## src/hdl/fsvf_pkg.sv

```systemverilog
`timescale 1ns / 1ps
// ----------------------------------------------------------------------------
// fsvf_pkg: shared definitions for the state-variable filter
// Widths, register indexes, rounding codes, sequencer states and the
// damping-factor table used by the filter top level and its multiply unit.
// ----------------------------------------------------------------------------
package fsvf_pkg;

    // Datapath widths
    localparam int STATE_BITS   = 40;
    localparam int PROD_W       = 64;
    localparam int HALF_W       = PROD_W / 2;
    localparam int PROD_IDX_W   = $clog2(PROD_W);
    localparam int SAMPLE_W     = 16;
    localparam int SAMPLE_SHIFT = 3;
    localparam int PRELOAD_W    = 40;
    localparam int MIX_W        = 32;
    localparam int SHIFT_W      = 5;
    localparam int RAW_W        = 25;
    localparam int COEF_W       = 32;
    localparam int QPROD_W      = 36;
    localparam int Q_FRAC_BITS  = 3;
    localparam int SH_W         = 7;

    // Configuration port
    localparam int ADDR_W = 5;
    localparam int DATA_W = 32;

    // Config field widths
    localparam int FREQ_CODE_W = 13;
    localparam int MANT_W      = 9;
    localparam int EXP_W       = 4;
    localparam int Q_CODE_W    = 2;
    localparam int MODES_W     = 8;

    typedef logic [2:0] reg_idx_t;

    localparam reg_idx_t REG_FREQ_CODE  = 3'd0;
    localparam reg_idx_t REG_Q_CODE     = 3'd1;
    localparam reg_idx_t REG_FREQ_BITS  = 3'd2;
    localparam reg_idx_t REG_DAMP_BITS  = 3'd3;
    localparam reg_idx_t REG_DAMP_MODE  = 3'd4;
    localparam reg_idx_t REG_ROUND_MODE = 3'd5;

    // Rounding of a product shifted right
    typedef enum logic [1:0] {
        RND_FLOOR   = 2'd0,
        RND_ZERO    = 2'd1,
        RND_HALF_UP = 2'd2,
        RND_CEIL    = 2'd3
    } rnd_mode_t;

    // Which of the four products is in flight
    typedef enum logic [1:0] {
        P_INPUT = 2'd0,
        P_LOW   = 2'd1,
        P_DAMP  = 2'd2,
        P_BAND  = 2'd3
    } prod_t;

    // Multiply unit phases
    typedef enum logic [2:0] {
        M_IDLE,
        M_LL,
        M_LH,
        M_HL,
        M_ADD,
        M_RND
    } mac_state_t;

    // Filter sequencer states
    typedef enum logic [2:0] {
        S_IDLE,
        S_COEF,
        S_SCALE,
        S_SHIFT,
        S_START,
        S_WAIT,
        S_OUT
    } seq_state_t;

    typedef struct packed {
        logic                 start;
        rnd_mode_t            mode;
        logic [SHIFT_W-1:0]   shift;
    } mac_req_t;

    typedef struct packed {
        logic busy;
        logic done;
    } mac_rsp_t;

    // Damping factor in eighths: 1.5, 1.0, 0.75, 0.375
    function automatic logic [3:0] q_eighths(input logic [Q_CODE_W-1:0] code);
        logic [3:0] val;
        begin
            case (code)
                2'd0:    val = 4'd12;
                2'd1:    val = 4'd8;
                2'd2:    val = 4'd6;
                default: val = 4'd3;
            endcase
            return val;
        end
    endfunction

endpackage

```

## src/hdl/fsvf_mac.sv

```systemverilog
`timescale 1ns / 1ps
// ----------------------------------------------------------------------------
// fsvf_mac: shared multiply and round unit
// Forms a 64-bit product modulo 2^64 from three passes through one 32x32
// multiplier, then shifts it right by a variable amount under a rounding mode.
// ----------------------------------------------------------------------------
module fsvf_mac
    import fsvf_pkg::*;
(
    input  logic                  clk,
    input  logic                  rst_n,
    input  mac_req_t              req,
    input  logic [PROD_W-1:0]     op_a,
    input  logic [PROD_W-1:0]     op_b,
    output mac_rsp_t              rsp,
    output logic [STATE_BITS-1:0] result
);

    mac_state_t              state_reg;
    mac_state_t              state_next;
    logic [PROD_W-1:0]       a_reg;
    logic [PROD_W-1:0]       b_reg;
    logic [SHIFT_W-1:0]      shift_reg;
    rnd_mode_t               mode_reg;
    logic [PROD_W-1:0]       mul_reg;
    logic [PROD_W-1:0]       acc_reg;
    logic [STATE_BITS-1:0]   res_reg;
    logic                    done_reg;

    logic [HALF_W-1:0]       mul_x;
    logic [HALF_W-1:0]       mul_y;
    logic [PROD_W-1:0]       mul_prod;
    logic [PROD_W-1:0]       floor_val;
    logic [PROD_W-1:0]       rest_mask;
    logic [PROD_IDX_W-1:0]   half_idx;
    logic                    rest_nz;
    logic                    round_up;
    logic [STATE_BITS-1:0]   rounded;

    // Advance through the partial products
    always_comb
    begin
        state_next = state_reg;
        case (state_reg)
            M_IDLE:
            begin
                if (req.start)
                begin
                    state_next = M_LL;
                end
            end
            M_LL:    state_next = M_LH;
            M_LH:    state_next = M_HL;
            M_HL:    state_next = M_ADD;
            M_ADD:   state_next = M_RND;
            M_RND:   state_next = M_IDLE;
            default: state_next = M_IDLE;
        endcase
    end

    // Steer the multiplier halves for each pass
    always_comb
    begin
        mul_x = a_reg[HALF_W-1:0];
        mul_y = b_reg[HALF_W-1:0];
        case (state_reg)
            M_LH:    mul_y = b_reg[PROD_W-1:HALF_W];
            M_HL:    mul_x = a_reg[PROD_W-1:HALF_W];
            default: ;
        endcase
    end

    assign mul_prod = {{HALF_W{1'b0}}, mul_x} * {{HALF_W{1'b0}}, mul_y};

    // Shift right with rounding; a zero shift passes the product through
    always_comb
    begin
        floor_val = PROD_W'($signed(acc_reg) >>> shift_reg);
        rest_mask = (PROD_W'(1) << shift_reg) - PROD_W'(1);
        rest_nz   = |(acc_reg & rest_mask);
        half_idx  = {1'b0, shift_reg - SHIFT_W'(1)};
        case (mode_reg)
            RND_FLOOR:   round_up = 1'b0;
            RND_ZERO:    round_up = acc_reg[PROD_W-1] && rest_nz;
            RND_HALF_UP: round_up = acc_reg[half_idx];
            RND_CEIL:    round_up = rest_nz;
            default:     round_up = 1'b0;
        endcase
        if (shift_reg == '0)
        begin
            rounded = acc_reg[STATE_BITS-1:0];
        end
        else
        begin
            rounded = floor_val[STATE_BITS-1:0] + STATE_BITS'(round_up);
        end
    end

    // Control registers
    always_ff @(posedge clk or negedge rst_n)
    begin
        if (!rst_n)
        begin
            state_reg <= M_IDLE;
            done_reg  <= 1'b0;
        end
        else
        begin
            state_reg <= state_next;
            done_reg  <= (state_reg == M_RND);
        end
    end

    // Operands, partial products and rounded result
    always_ff @(posedge clk)
    begin
        if (req.start && state_reg == M_IDLE)
        begin
            a_reg     <= op_a;
            b_reg     <= op_b;
            shift_reg <= req.shift;
            mode_reg  <= req.mode;
        end
        case (state_reg)
            M_LL:
            begin
                mul_reg <= mul_prod;
            end
            M_LH:
            begin
                acc_reg <= mul_reg;
                mul_reg <= mul_prod;
            end
            M_HL:
            begin
                acc_reg[PROD_W-1:HALF_W] <= acc_reg[PROD_W-1:HALF_W] + mul_reg[HALF_W-1:0];
                mul_reg                  <= mul_prod;
            end
            M_ADD:
            begin
                acc_reg[PROD_W-1:HALF_W] <= acc_reg[PROD_W-1:HALF_W] + mul_reg[HALF_W-1:0];
            end
            M_RND:
            begin
                res_reg <= rounded;
            end
            default: ;
        endcase
    end

    assign rsp.busy = (state_reg != M_IDLE);
    assign rsp.done = done_reg;
    assign result   = res_reg;

endmodule

```

## src/hdl/fixed_point_state_variable_filter_unit.sv

```systemverilog
`timescale 1ns / 1ps
// ----------------------------------------------------------------------------
// fixed_point_state_variable_filter_unit: fixed-point state-variable low-pass
// Chamberlin low-pass with per-product rounding, programmable coefficients
// and a preload request that sets the low and band states directly.
//
// Sequence: a filter request steps through the coefficient states (COEF,
//   SCALE, SHIFT), then through each product (start, three 32x32 passes,
//   add, round, hand-off), then the output state; a preload goes straight
//   to the output state. A new request is taken only once the sequencer is
//   idle again after loading its result; an output stall holds it meanwhile.
// Reset: rst_n clears both states and loads the register defaults at once.
// ----------------------------------------------------------------------------
module fixed_point_state_variable_filter_unit
    import fsvf_pkg::*;
(
    input  logic                        clk,
    input  logic                        rst_n,
    input  logic                        psel,
    input  logic                        penable,
    input  logic                        pwrite,
    input  logic [ADDR_W-1:0]           paddr,
    input  logic [DATA_W-1:0]           pwdata,
    output logic [DATA_W-1:0]           prdata,
    output logic                        pready,
    input  logic                        in_valid,
    output logic                        in_ready,
    input  logic                        action,
    input  logic signed [SAMPLE_W-1:0]  sample,
    input  logic signed [PRELOAD_W-1:0] preload_low,
    input  logic signed [PRELOAD_W-1:0] preload_band,
    output logic                        out_valid,
    input  logic                        out_ready,
    output logic signed [MIX_W-1:0]     mix_out
);

    localparam logic [SHIFT_W-1:0] RAW_SHIFT   = SHIFT_W'(RAW_W);
    localparam logic [SH_W-1:0]    Q_FRAC_SH   = SH_W'(Q_FRAC_BITS);
    localparam logic [SH_W-1:0]    RAW_Q_SH    = SH_W'(RAW_W + Q_FRAC_BITS);

    // Configuration registers
    logic [FREQ_CODE_W-1:0]   freq_code_reg;
    logic [Q_CODE_W-1:0]      q_code_reg;
    logic [SHIFT_W-1:0]       freq_bits_reg;
    logic [SHIFT_W-1:0]       damp_bits_reg;
    logic                     damp_mode_reg;
    logic [MODES_W-1:0]       round_modes_reg;

    // Sequencer and datapath
    seq_state_t               state_reg;
    seq_state_t               state_next;
    prod_t                    idx_reg;
    prod_t                    idx_next;
    logic [STATE_BITS-1:0]    low_acc_reg;
    logic [STATE_BITS-1:0]    band_acc_reg;
    logic [STATE_BITS-1:0]    sum_reg;
    logic [SAMPLE_W-1:0]      x_reg;
    logic [RAW_W-1:0]         raw_reg;
    logic [COEF_W-1:0]        f_reg;
    logic [QPROD_W-1:0]       qprod_reg;
    logic [PROD_W-1:0]        fq_reg;
    logic [MIX_W-1:0]         mix_reg;
    logic                     out_valid_reg;

    logic                     cfg_write;
    logic                     accept;
    logic                     out_free;
    logic                     out_load;
    logic                     mac_start;
    logic [RAW_W-1:0]         raw_calc;
    logic [COEF_W-1:0]        f_calc;
    logic [COEF_W-1:0]        scale_src;
    logic [SH_W-1:0]          sh_calc;
    logic [PROD_IDX_W-1:0]    sh_right;
    logic [PROD_W-1:0]        fq_calc;
    logic [PROD_W-1:0]        f_ext;
    logic [PROD_W-1:0]        x_ext;
    logic [PROD_W-1:0]        low_ext;
    logic [PROD_W-1:0]        band_ext;
    logic [PROD_W-1:0]        op_a;
    logic [PROD_W-1:0]        op_b;
    mac_req_t                 mac_req;
    mac_rsp_t                 mac_rsp;
    logic [STATE_BITS-1:0]    mac_result;

    // Register port
    assign pready    = 1'b1;
    assign cfg_write = psel && penable && pwrite && pready;

    always_ff @(posedge clk or negedge rst_n)
    begin
        if (!rst_n)
        begin
            freq_code_reg   <= '0;
            q_code_reg      <= Q_CODE_W'(1);
            freq_bits_reg   <= SHIFT_W'(12);
            damp_bits_reg   <= SHIFT_W'(12);
            damp_mode_reg   <= 1'b0;
            round_modes_reg <= '0;
        end
        else if (cfg_write)
        begin
            case (paddr[4:2])
                REG_FREQ_CODE:  freq_code_reg   <= pwdata[FREQ_CODE_W-1:0];
                REG_Q_CODE:     q_code_reg      <= pwdata[Q_CODE_W-1:0];
                REG_FREQ_BITS:  freq_bits_reg   <= pwdata[SHIFT_W-1:0];
                REG_DAMP_BITS:  damp_bits_reg   <= pwdata[SHIFT_W-1:0];
                REG_DAMP_MODE:  damp_mode_reg   <= pwdata[0];
                REG_ROUND_MODE: round_modes_reg <= pwdata[MODES_W-1:0];
                default: ;
            endcase
        end
    end

    always_comb
    begin
        case (paddr[4:2])
            REG_FREQ_CODE:  prdata = DATA_W'(freq_code_reg);
            REG_Q_CODE:     prdata = DATA_W'(q_code_reg);
            REG_FREQ_BITS:  prdata = DATA_W'(freq_bits_reg);
            REG_DAMP_BITS:  prdata = DATA_W'(damp_bits_reg);
            REG_DAMP_MODE:  prdata = DATA_W'(damp_mode_reg);
            REG_ROUND_MODE: prdata = DATA_W'(round_modes_reg);
            default:        prdata = '0;
        endcase
    end

    // Frequency coefficient from exponent and mantissa
    always_comb
    begin
        raw_calc = RAW_W'({1'b1, freq_code_reg[MANT_W-1:0]})
                   << freq_code_reg[FREQ_CODE_W-1:MANT_W];
        if (freq_bits_reg < RAW_SHIFT)
        begin
            f_calc = COEF_W'(raw_reg >> (RAW_SHIFT - freq_bits_reg));
        end
        else
        begin
            f_calc = COEF_W'(raw_reg) << (freq_bits_reg - RAW_SHIFT);
        end
    end

    // Damping coefficient: scale by q, then align to its fraction bits
    always_comb
    begin
        scale_src = damp_mode_reg ? COEF_W'(raw_reg) : f_calc;
        if (damp_mode_reg)
        begin
            sh_calc = SH_W'(damp_bits_reg) - RAW_Q_SH;
        end
        else
        begin
            sh_calc = SH_W'(damp_bits_reg) - SH_W'(freq_bits_reg) - Q_FRAC_SH;
        end
        sh_right = PROD_IDX_W'(SH_W'(0) - sh_calc);
        if (sh_calc[SH_W-1])
        begin
            fq_calc = PROD_W'(qprod_reg) >> sh_right;
        end
        else
        begin
            fq_calc = PROD_W'(qprod_reg) << sh_calc[PROD_IDX_W-1:0];
        end
    end

    // Operand selection for the shared multiplier
    always_comb
    begin
        f_ext    = PROD_W'(f_reg);
        x_ext    = {{(PROD_W-SAMPLE_W-SAMPLE_SHIFT){x_reg[SAMPLE_W-1]}}, x_reg,
                    {SAMPLE_SHIFT{1'b0}}};
        low_ext  = {{(PROD_W-STATE_BITS){low_acc_reg[STATE_BITS-1]}}, low_acc_reg};
        band_ext = {{(PROD_W-STATE_BITS){band_acc_reg[STATE_BITS-1]}}, band_acc_reg};
        op_a          = f_ext;
        op_b          = band_ext;
        mac_req.shift = freq_bits_reg;
        case (idx_reg)
            P_INPUT: op_b = x_ext;
            P_LOW:   op_b = low_ext;
            P_DAMP:
            begin
                op_a          = fq_reg;
                mac_req.shift = damp_bits_reg;
            end
            default: ;
        endcase
        mac_req.mode  = rnd_mode_t'(round_modes_reg[{idx_reg, 1'b0} +: 2]);
        mac_req.start = mac_start;
    end

    fsvf_mac u_mac (
        .clk    (clk),
        .rst_n  (rst_n),
        .req    (mac_req),
        .op_a   (op_a),
        .op_b   (op_b),
        .rsp    (mac_rsp),
        .result (mac_result)
    );

    // Sequencer next state
    always_comb
    begin
        state_next = state_reg;
        idx_next   = idx_reg;
        case (state_reg)
            S_IDLE:
            begin
                if (in_valid)
                begin
                    state_next = action ? S_OUT : S_COEF;
                end
            end
            S_COEF:  state_next = S_SCALE;
            S_SCALE: state_next = S_SHIFT;
            S_SHIFT:
            begin
                state_next = S_START;
                idx_next   = P_INPUT;
            end
            S_START: state_next = S_WAIT;
            S_WAIT:
            begin
                if (mac_rsp.done)
                begin
                    state_next = S_START;
                    case (idx_reg)
                        P_INPUT: idx_next = P_LOW;
                        P_LOW:   idx_next = P_DAMP;
                        P_DAMP:  idx_next = P_BAND;
                        default: state_next = S_OUT;
                    endcase
                end
            end
            S_OUT:
            begin
                if (out_free)
                begin
                    state_next = S_IDLE;
                end
            end
            default: state_next = S_IDLE;
        endcase
    end

    // Sequencer outputs
    assign out_free = !out_valid_reg || out_ready;

    always_comb
    begin
        in_ready  = 1'b0;
        mac_start = 1'b0;
        out_load  = 1'b0;
        case (state_reg)
            S_IDLE:  in_ready  = 1'b1;
            S_START: mac_start = 1'b1;
            S_OUT:   out_load  = out_free;
            default: ;
        endcase
    end

    assign accept = in_valid && in_ready;

    // Control and filter state
    always_ff @(posedge clk or negedge rst_n)
    begin
        if (!rst_n)
        begin
            state_reg     <= S_IDLE;
            idx_reg       <= P_INPUT;
            low_acc_reg   <= '0;
            band_acc_reg  <= '0;
            out_valid_reg <= 1'b0;
        end
        else
        begin
            state_reg <= state_next;
            idx_reg   <= idx_next;
            // Preload both states straight from the request
            if (accept && action)
            begin
                low_acc_reg  <= STATE_BITS'($signed(preload_low));
                band_acc_reg <= STATE_BITS'($signed(preload_band));
            end
            // Commit band after the damping term, low after the last product
            if (state_reg == S_WAIT && mac_rsp.done)
            begin
                case (idx_reg)
                    P_DAMP:  band_acc_reg <= sum_reg - mac_result;
                    P_BAND:  low_acc_reg  <= low_acc_reg + mac_result;
                    default: ;
                endcase
            end
            if (out_load)
            begin
                out_valid_reg <= 1'b1;
            end
            else if (out_ready)
            begin
                out_valid_reg <= 1'b0;
            end
        end
    end

    // Payload registers
    always_ff @(posedge clk)
    begin
        if (accept)
        begin
            x_reg <= sample;
        end
        case (state_reg)
            S_COEF:  raw_reg <= raw_calc;
            S_SCALE:
            begin
                f_reg     <= f_calc;
                qprod_reg <= QPROD_W'(q_eighths(q_code_reg)) * QPROD_W'(scale_src);
            end
            S_SHIFT:
            begin
                fq_reg  <= fq_calc;
                sum_reg <= band_acc_reg;
            end
            S_WAIT:
            begin
                if (mac_rsp.done)
                begin
                    case (idx_reg)
                        P_INPUT: sum_reg <= sum_reg + mac_result;
                        P_LOW:   sum_reg <= sum_reg - mac_result;
                        default: ;
                    endcase
                end
            end
            default: ;
        endcase
        if (out_load)
        begin
            mix_reg <= MIX_W'(0) - {low_acc_reg[MIX_W-2:0], 1'b0};
        end
    end

    assign out_valid = out_valid_reg;
    assign mix_out   = mix_reg;

    // The multiply unit is idle whenever a new request is taken
    a_mac_idle_on_accept: assert property (@(posedge clk) disable iff (!rst_n)
        (in_valid && in_ready) |-> !mac_rsp.busy)
        else $error("multiply unit busy at request acceptance");

    // A product result only arrives while the sequencer waits for it
    a_done_in_wait: assert property (@(posedge clk) disable iff (!rst_n)
        mac_rsp.done |-> (state_reg == S_WAIT))
        else $error("product result outside wait state");

    // A result is only raised from the output state
    a_out_from_seq: assert property (@(posedge clk) disable iff (!rst_n)
        $rose(out_valid_reg) |-> $past(state_reg == S_OUT))
        else $error("result raised outside output state");

endmodule
```

## config.mk

```make
export PLATFORM = sky130hd
export DESIGN_NAME = fixed_point_state_variable_filter_unit
export DESIGN_NICKNAME = d
export VERILOG_FILES = /design/src/hdl/fsvf_pkg.sv /design/src/hdl/fsvf_mac.sv /design/src/hdl/fixed_point_state_variable_filter_unit.sv
export SDC_FILE = /design/constraint.sdc
export NUM_CORES = 2
export LEC_CHECK = 0
export BUFFER_PORTS_ARGS = -buffer_cell sky130_fd_sc_hd__buf_2
export CAP_MARGIN = 25
export CORE_MARGIN = 5
export CORE_UTILIZATION = 40
export CTS_CLUSTER_SIZE = 12
export DETAILED_ROUTE_END_ITERATION = 6
export PLACE_DENSITY = 0.65
export SLEW_MARGIN = 20
export SYNTH_ARGS = -nofsm -noshare
export SYNTH_HDL_FRONTEND = slang
export SYNTH_SLANG_ARGS = --single-unit
```

## constraint.sdc

```tcl
create_clock -name clk -period 18.1 [get_ports clk]
set_input_delay 3.62 -clock clk [delete_from_list [all_inputs] [get_ports clk]]
set_output_delay 3.62 -clock clk [all_outputs]
set_load 0.03 [all_outputs]
```

# After elaboration in Yosys (flattened, before gate mapping)
# Cells that the tools add are included.
[word_totals]
ff_bits = 672
ram_bits = 0
elab_cells = 160
mem_count = 0
rom_bits = 0
latch_bits = 0
input_bits = 141
output_inout_bits = 67
[classes]
n_reduce_logical = 32
order_cmp = 2
n_eq_ne = 30
n_div = 0
n_addsub = 14
mul = 2
n_shift = 8
muxes = 42
bitwise_logic = 1
[ops]
columns = ["cell", "n"]
rows = [
  ["2-to-1 mux 40 bit", 8],
  ["2-to-1 mux 32 bit", 5],
  ["one-hot mux 40 bit (2 select lines)", 2],
  ["one-hot mux 64 bit (2 select lines)", 1],
  ["adder 40 bit", 2],
  ["one-hot mux 13 bit (6 select lines)", 1],
  ["bitwise AND 64 bit", 1],
  ["multiplier 32 x 32 -> 64 bit", 1],
  ["2-to-1 mux 64 bit", 1],
  ["one-hot mux 32 bit (2 select lines)", 1],
  ["OR reduction 64 bit", 1],
  ["<< shifter 1 x 5 -> 64 bit (first input constant)", 1],
  ["<< shifter 36 x 6 -> 64 bit", 1],
  [">> shifter 36 x 6 -> 64 bit", 1],
  [">>> shifter 64 x 5 -> 40 bit", 1],
  ["subtractor 64 x 2 -> 64 bit (second input constant)", 1],
  ["adder 40 x 1 -> 40 bit", 1],
  ["subtractor 40 bit", 1],
  ["multiplier 4 x 32 -> 36 bit", 1],
  ["adder 32 bit", 1],
  ["<< shifter 25 x 5 -> 32 bit", 1],
  [">> shifter 25 x 5 -> 32 bit", 1],
  ["subtractor 1 x 32 -> 32 bit (first input constant)", 1],
  ["<< shifter 10 x 4 -> 25 bit", 1],
  ["other kinds (43)", 94],
]

# Longest topological paths before layout
[logic_depth]
word_depth = 8
mapped_depth = 33
depth_no_buf = 30

# Cells and area by module
# A second synthesis with hierarchy kept.
[unflattened]
hier_cells = 9064
area_unflattened_um2 = 84807.6
[modules_own_cells]
columns = ["module", "cells_each", "area_each_um2", "seq_area_each_um2", "instances"]
rows = [
  ["fsvf_mac", 5167, 50827.5, 9198.8, 1],
  ["fixed_point_state_variable_filter_unit", 3897, 33980.1, 10336.2, 1],
]

# Worst setup path before layout
# Ideal clock, no wire load.
[synth_timing]
path_kind = "reg2reg"
startpoint = "register u_mac.state_reg[1]"
endpoint = "register u_mac.mul_reg[57] (data pin)"
period_less_slack_ns = 9.178
setup_slack_ns = 8.922
path_stages_with_launch = 30
t_required_ns = 17.840
arrival_ns = 8.918
setup_ns = 0.260
n_path_buf = 6
cell_sequence = "dfrtp_1 > clkbuf_1 > nand3b_1 > clkbuf_1 > buf_1 > buf_1 > mux2i_1 > clkbuf_1 > nor2_1 > fa_1 > inv_1 > fa_1 > fa_1 > fa_1 > inv_1 > fa_1 > fa_1 > fa_1 > fa_1 > ha_1 > clkbuf_1 > nand4_1 > or3_1 > nor3_1 > a32oi_1 > o311ai_0 > a21oi_1 > o31ai_1 > a21boi_0 > xnor2_1"
[synth_via]
elab_chain_cells = 3
elab_cells_between_ends = 5
classes_between = "1 x mul; 2 x eq/ne; 2 x mux"
[synth_rtl]
columns = ["item", "line", "rtl"]
rows = [
  ["start, declared", "fsvf_mac.sv:19", "mac_state_t state_reg;"],
  ["start signal, assigned", "fsvf_mac.sv:109", "state_reg <= state_next;"],
  ["equality test 3 x 2 -> 1 bit", "fsvf_mac.sv:66", "case (state_reg)"],
  ["2-to-1 mux 32 bit", "fsvf_mac.sv:66", ""],
  ["multiplier 32 x 32 -> 64 bit (*)", "fsvf_mac.sv:73", "assign mul_prod = {{HALF_W{1'b0}}, mul_x} * {{HALF_W{1'b0}}, mul_y};"],
  ["named net u_mac.mul_prod[57]", "fsvf_mac.sv:32", "logic [PROD_W-1:0] mul_prod;"],
  ["end signal, assigned", "fsvf_mac.sv:127", "mul_reg <= mul_prod;"],
  ["end signal, assigned", "fsvf_mac.sv:132", "mul_reg <= mul_prod;"],
  ["end signal, assigned", "fsvf_mac.sv:137", "mul_reg <= mul_prod;"],
  ["end, declared", "fsvf_mac.sv:25", "logic [PROD_W-1:0] mul_reg;"],
]
# The timed path passes the listed nets; every way through them passes the cells marked *.
# A chain may end at the register's enable or synchronous reset.

# Worst setup path in the final report
[layout_timing]
startpoint = "register u_mac.state_reg[2]"
endpoint = "register u_mac.mul_reg[57] (data pin)"
# Same word-level chain as after synthesis.

==> results.cfg <==
[sta]
fin_crit_sh_pct = 56.4
slew_headroom_pct = 22.1
fin_crit_ns = 10.20
slew_violations = 0
fin_worst_skew_ns = 0.0269
max_freq_ghz = 0.0980
hold_viol = 0
setup_tns_ns = 0
grt_setup_unrepaired = no
finalSetupViolCount = 0
worstMarginPinSlew_ns = 1.17

[logic_synthesis]
synth_top_area_cell = fa_1
ys_seq_area_share_pct = 22.6
syn-cell-area_um2 = 83300
ys_ff_latch = 647
synth_ff_type = edfxtp_1
synth_top_area_share_pct = 23.1
async_reset_ff_share_pct = 19.2
synth.distinct_cells = 107
yosys-top-cells-area = fa_1 23%, edfxtp_1 19%, ha_1 7.1%, nand2_1 5.0%, inv_1 4.8%
ys_warn_count = 0
avgSynthCellArea_um2 = 9.28
synth_edf_count = 523
postSynthCellCount = 8967

[clock_tree]
post-cts-setup-buffer-count = 0
clock-sinks = 647
cts_max_path_buffers = 3
clkLatencyLatePin_ns = 0.68
post_cts_resized = 0
root_buffer = clkbuf_16
cts_hold_buf = 0
htreeDepth = 3
cts_buffers = 74
cts_tree = done
clk_pin_slew_ns = 0.06

[place]
port_buffers = 165
gp_congestion = 0.987
place_area_um2 = 86900
dp_hpwl_um = 223000

[setup_path]
crit_arrival_ns = 10.62
path_common_cell = fa_1
cp_max_fo = 51
critPathCaptureType = flop
cp-start-kind = flop
crit_type = reg -> reg
cpMaxStageDelayCell = fa_1
critPathMaxStageDelay_ns = 0.56
required_ns = 18.51

[routing]
drc = 0
ant_nets = 0
firstDrtPassIters = 6
routedWlPerCell_um = 24.3
drt_iter0_drc = 6504
vias = 67880
routed_wl_um = 285000
drt-vias-per-instance = 5.80

[floorplan]
die_h_um = 466
io-pin-count = 208
start_util_pct = 40.2
die_area_um2 = 217000
row_count = 167
design.core.area_um2 = 207000
die_x_um = 466

[layout]
post-route-util_pct = 43.1
drive_gt1_share_pct = 9.67
nFillCells = 19843
fin_area_um2 = 89300
syn2layout_area_growth_pct = 7.28
fin_nets = 10437

[global_route]
grt_pass1_wl_um = 430000
gr-total-overflow = 0
grt_max_degree = 87
antenna_found_initial = 18
grt_pass1_vias = 68784
globalRouteTotalUtil_pct = 25.8

[worst_hold_path]
hold_class = reg -> reg

[job]
drv_cap = 0

[outcome]
status = finished, final reports clean
[through the flow]
stage                     worst slack (ns)  cells  hold slack [ns]
final                                 7.90  11712            0.478
after global routing                  7.37  11710            0.474
after CTS                             7.93  11702            0.464
after detailed placement              7.98  11569            0.469
after global placement                8.10  11567            0.453
after floorplan                       8.92   8986            0.431
[metal layers]
| layer | wire (µm) | part of all wire (%) | global-route usage (%) |
|---|---|---|---|
| met1 | 116000 | 41 | 34.4 |
| met2 | 128000 | 45 | 40.6 |
| met3 | 23700 | 8.3 | 4.38 |
| met4 | 17900 | 6.3 | 13.4 |
| met5 | 41 | 0.014 | 0 |
[placed cells by master, fill, tap and decap left out, types with 92 or more instances in the layout]
| cell | n |
|---|---|
| a21oi_1 | 408 |
| mux2_2 | 178 |
| nor2_1 | 1049 |
| edfxtp_1 | 523 |
| xor2_1 | 106 |
| o21ai_0 | 305 |
| ha_1 | 473 |
| buf_2 | 165 |
| nand2_1 | 1117 |
| buf_4 | 147 |
| fa_1 | 961 |
| a21o_1 | 131 |
| dfrtp_1 | 117 |
| mux4_2 | 92 |
| xnor2_1 | 192 |
| mux2i_1 | 354 |
| inv_1 | 1066 |
[synthesized netlist by cell type (33+ instances only)]
library cell / number
or2_2: 50
clkbuf_1: 400
a21oi_1: 421
fa_1: 961
nor2b_1: 63
xor2_1: 107
nand2_1: 1119
buf_1: 46
and3_1: 52
a221o_1: 36
mux2_2: 178
a211oi_1: 53
o21a_1: 39
a31oi_1: 88
nand4_1: 34
nor2_1: 1053
a22oi_1: 42
mux4_2: 92
nand3_1: 87
mux2i_1: 383
and2_1: 69
a21o_1: 131
o211ai_1: 36
nor3_1: 84
nor4_1: 33
ha_1: 475
edfxtp_1: 523
xnor2_1: 195
nand2b_1: 75
inv_1: 1068
o22ai_1: 54
dfrtp_1: 119
a22o_1: 33
o21bai_1: 51
o21ai_0: 305
[area by class of cell]
class                   count  area (µm²)  share of cell area [%]
clock buffers             100        2050                    2.30
diodes                      7        17.5                  0.0196
clock inverters            33         288                   0.322
well taps                2788        3490                    3.91
flip-flops and latches    647       18800                    21.1
repair buffers            317        2010                    2.25
inverters                1075        4040                    4.52
multi-input cells        6745       58600                    65.6
[path summary, 6_finish.rpt]
path	cells after the start	to	slack, ns	startpoint
hold reg to reg	0	u_mac.acc_reg[31]	0.48	u_mac.mul_reg[31]
setup reg to reg	32	u_mac.mul_reg[57]	7.90	u_mac.state_reg[2]
setup / recovery	32	u_mac.mul_reg[57]	7.90	u_mac.state_reg[2]
min in group asynchronous	1	low_acc_reg[32]	3.05	rst_n
max in group asynchronous	2	freq_bits_reg[0]	13.91	rst_n
hold / removal	0	u_mac.acc_reg[31]	0.48	u_mac.mul_reg[31]
[critical path: cells and delay by family, from the launching register on]
kind                     cells  cell delay (ns)
adder cells (fa/ha/maj)      9             4.51
AND/OR/NAND/NOR              8             2.07
buffers and inverters        9             1.43
AO/OA/AOI/OAI                5             1.26
flip-flops                   1             0.48
XOR/XNOR                     1             0.15
[cell families (layout without fill, tap and decap cells)]
group           count (synthesis)  count (layout)  synth area share, %
other cells                     2              28              0.00902
compound gates               1501            1501                 11.6
xor+xnor                      302             302                 3.18
fa+ha+maj                    1436            1436                 30.2
simple gates                 2807            2807                 14.5
mux                           678             678                 10.2
buf+inv                      1594            1525                 7.58
flops                         647             647                 22.6
Power is left out: the tool's default activity adds up to more than one toggle a clock period on the data nets, which glitch-free logic cannot reach.
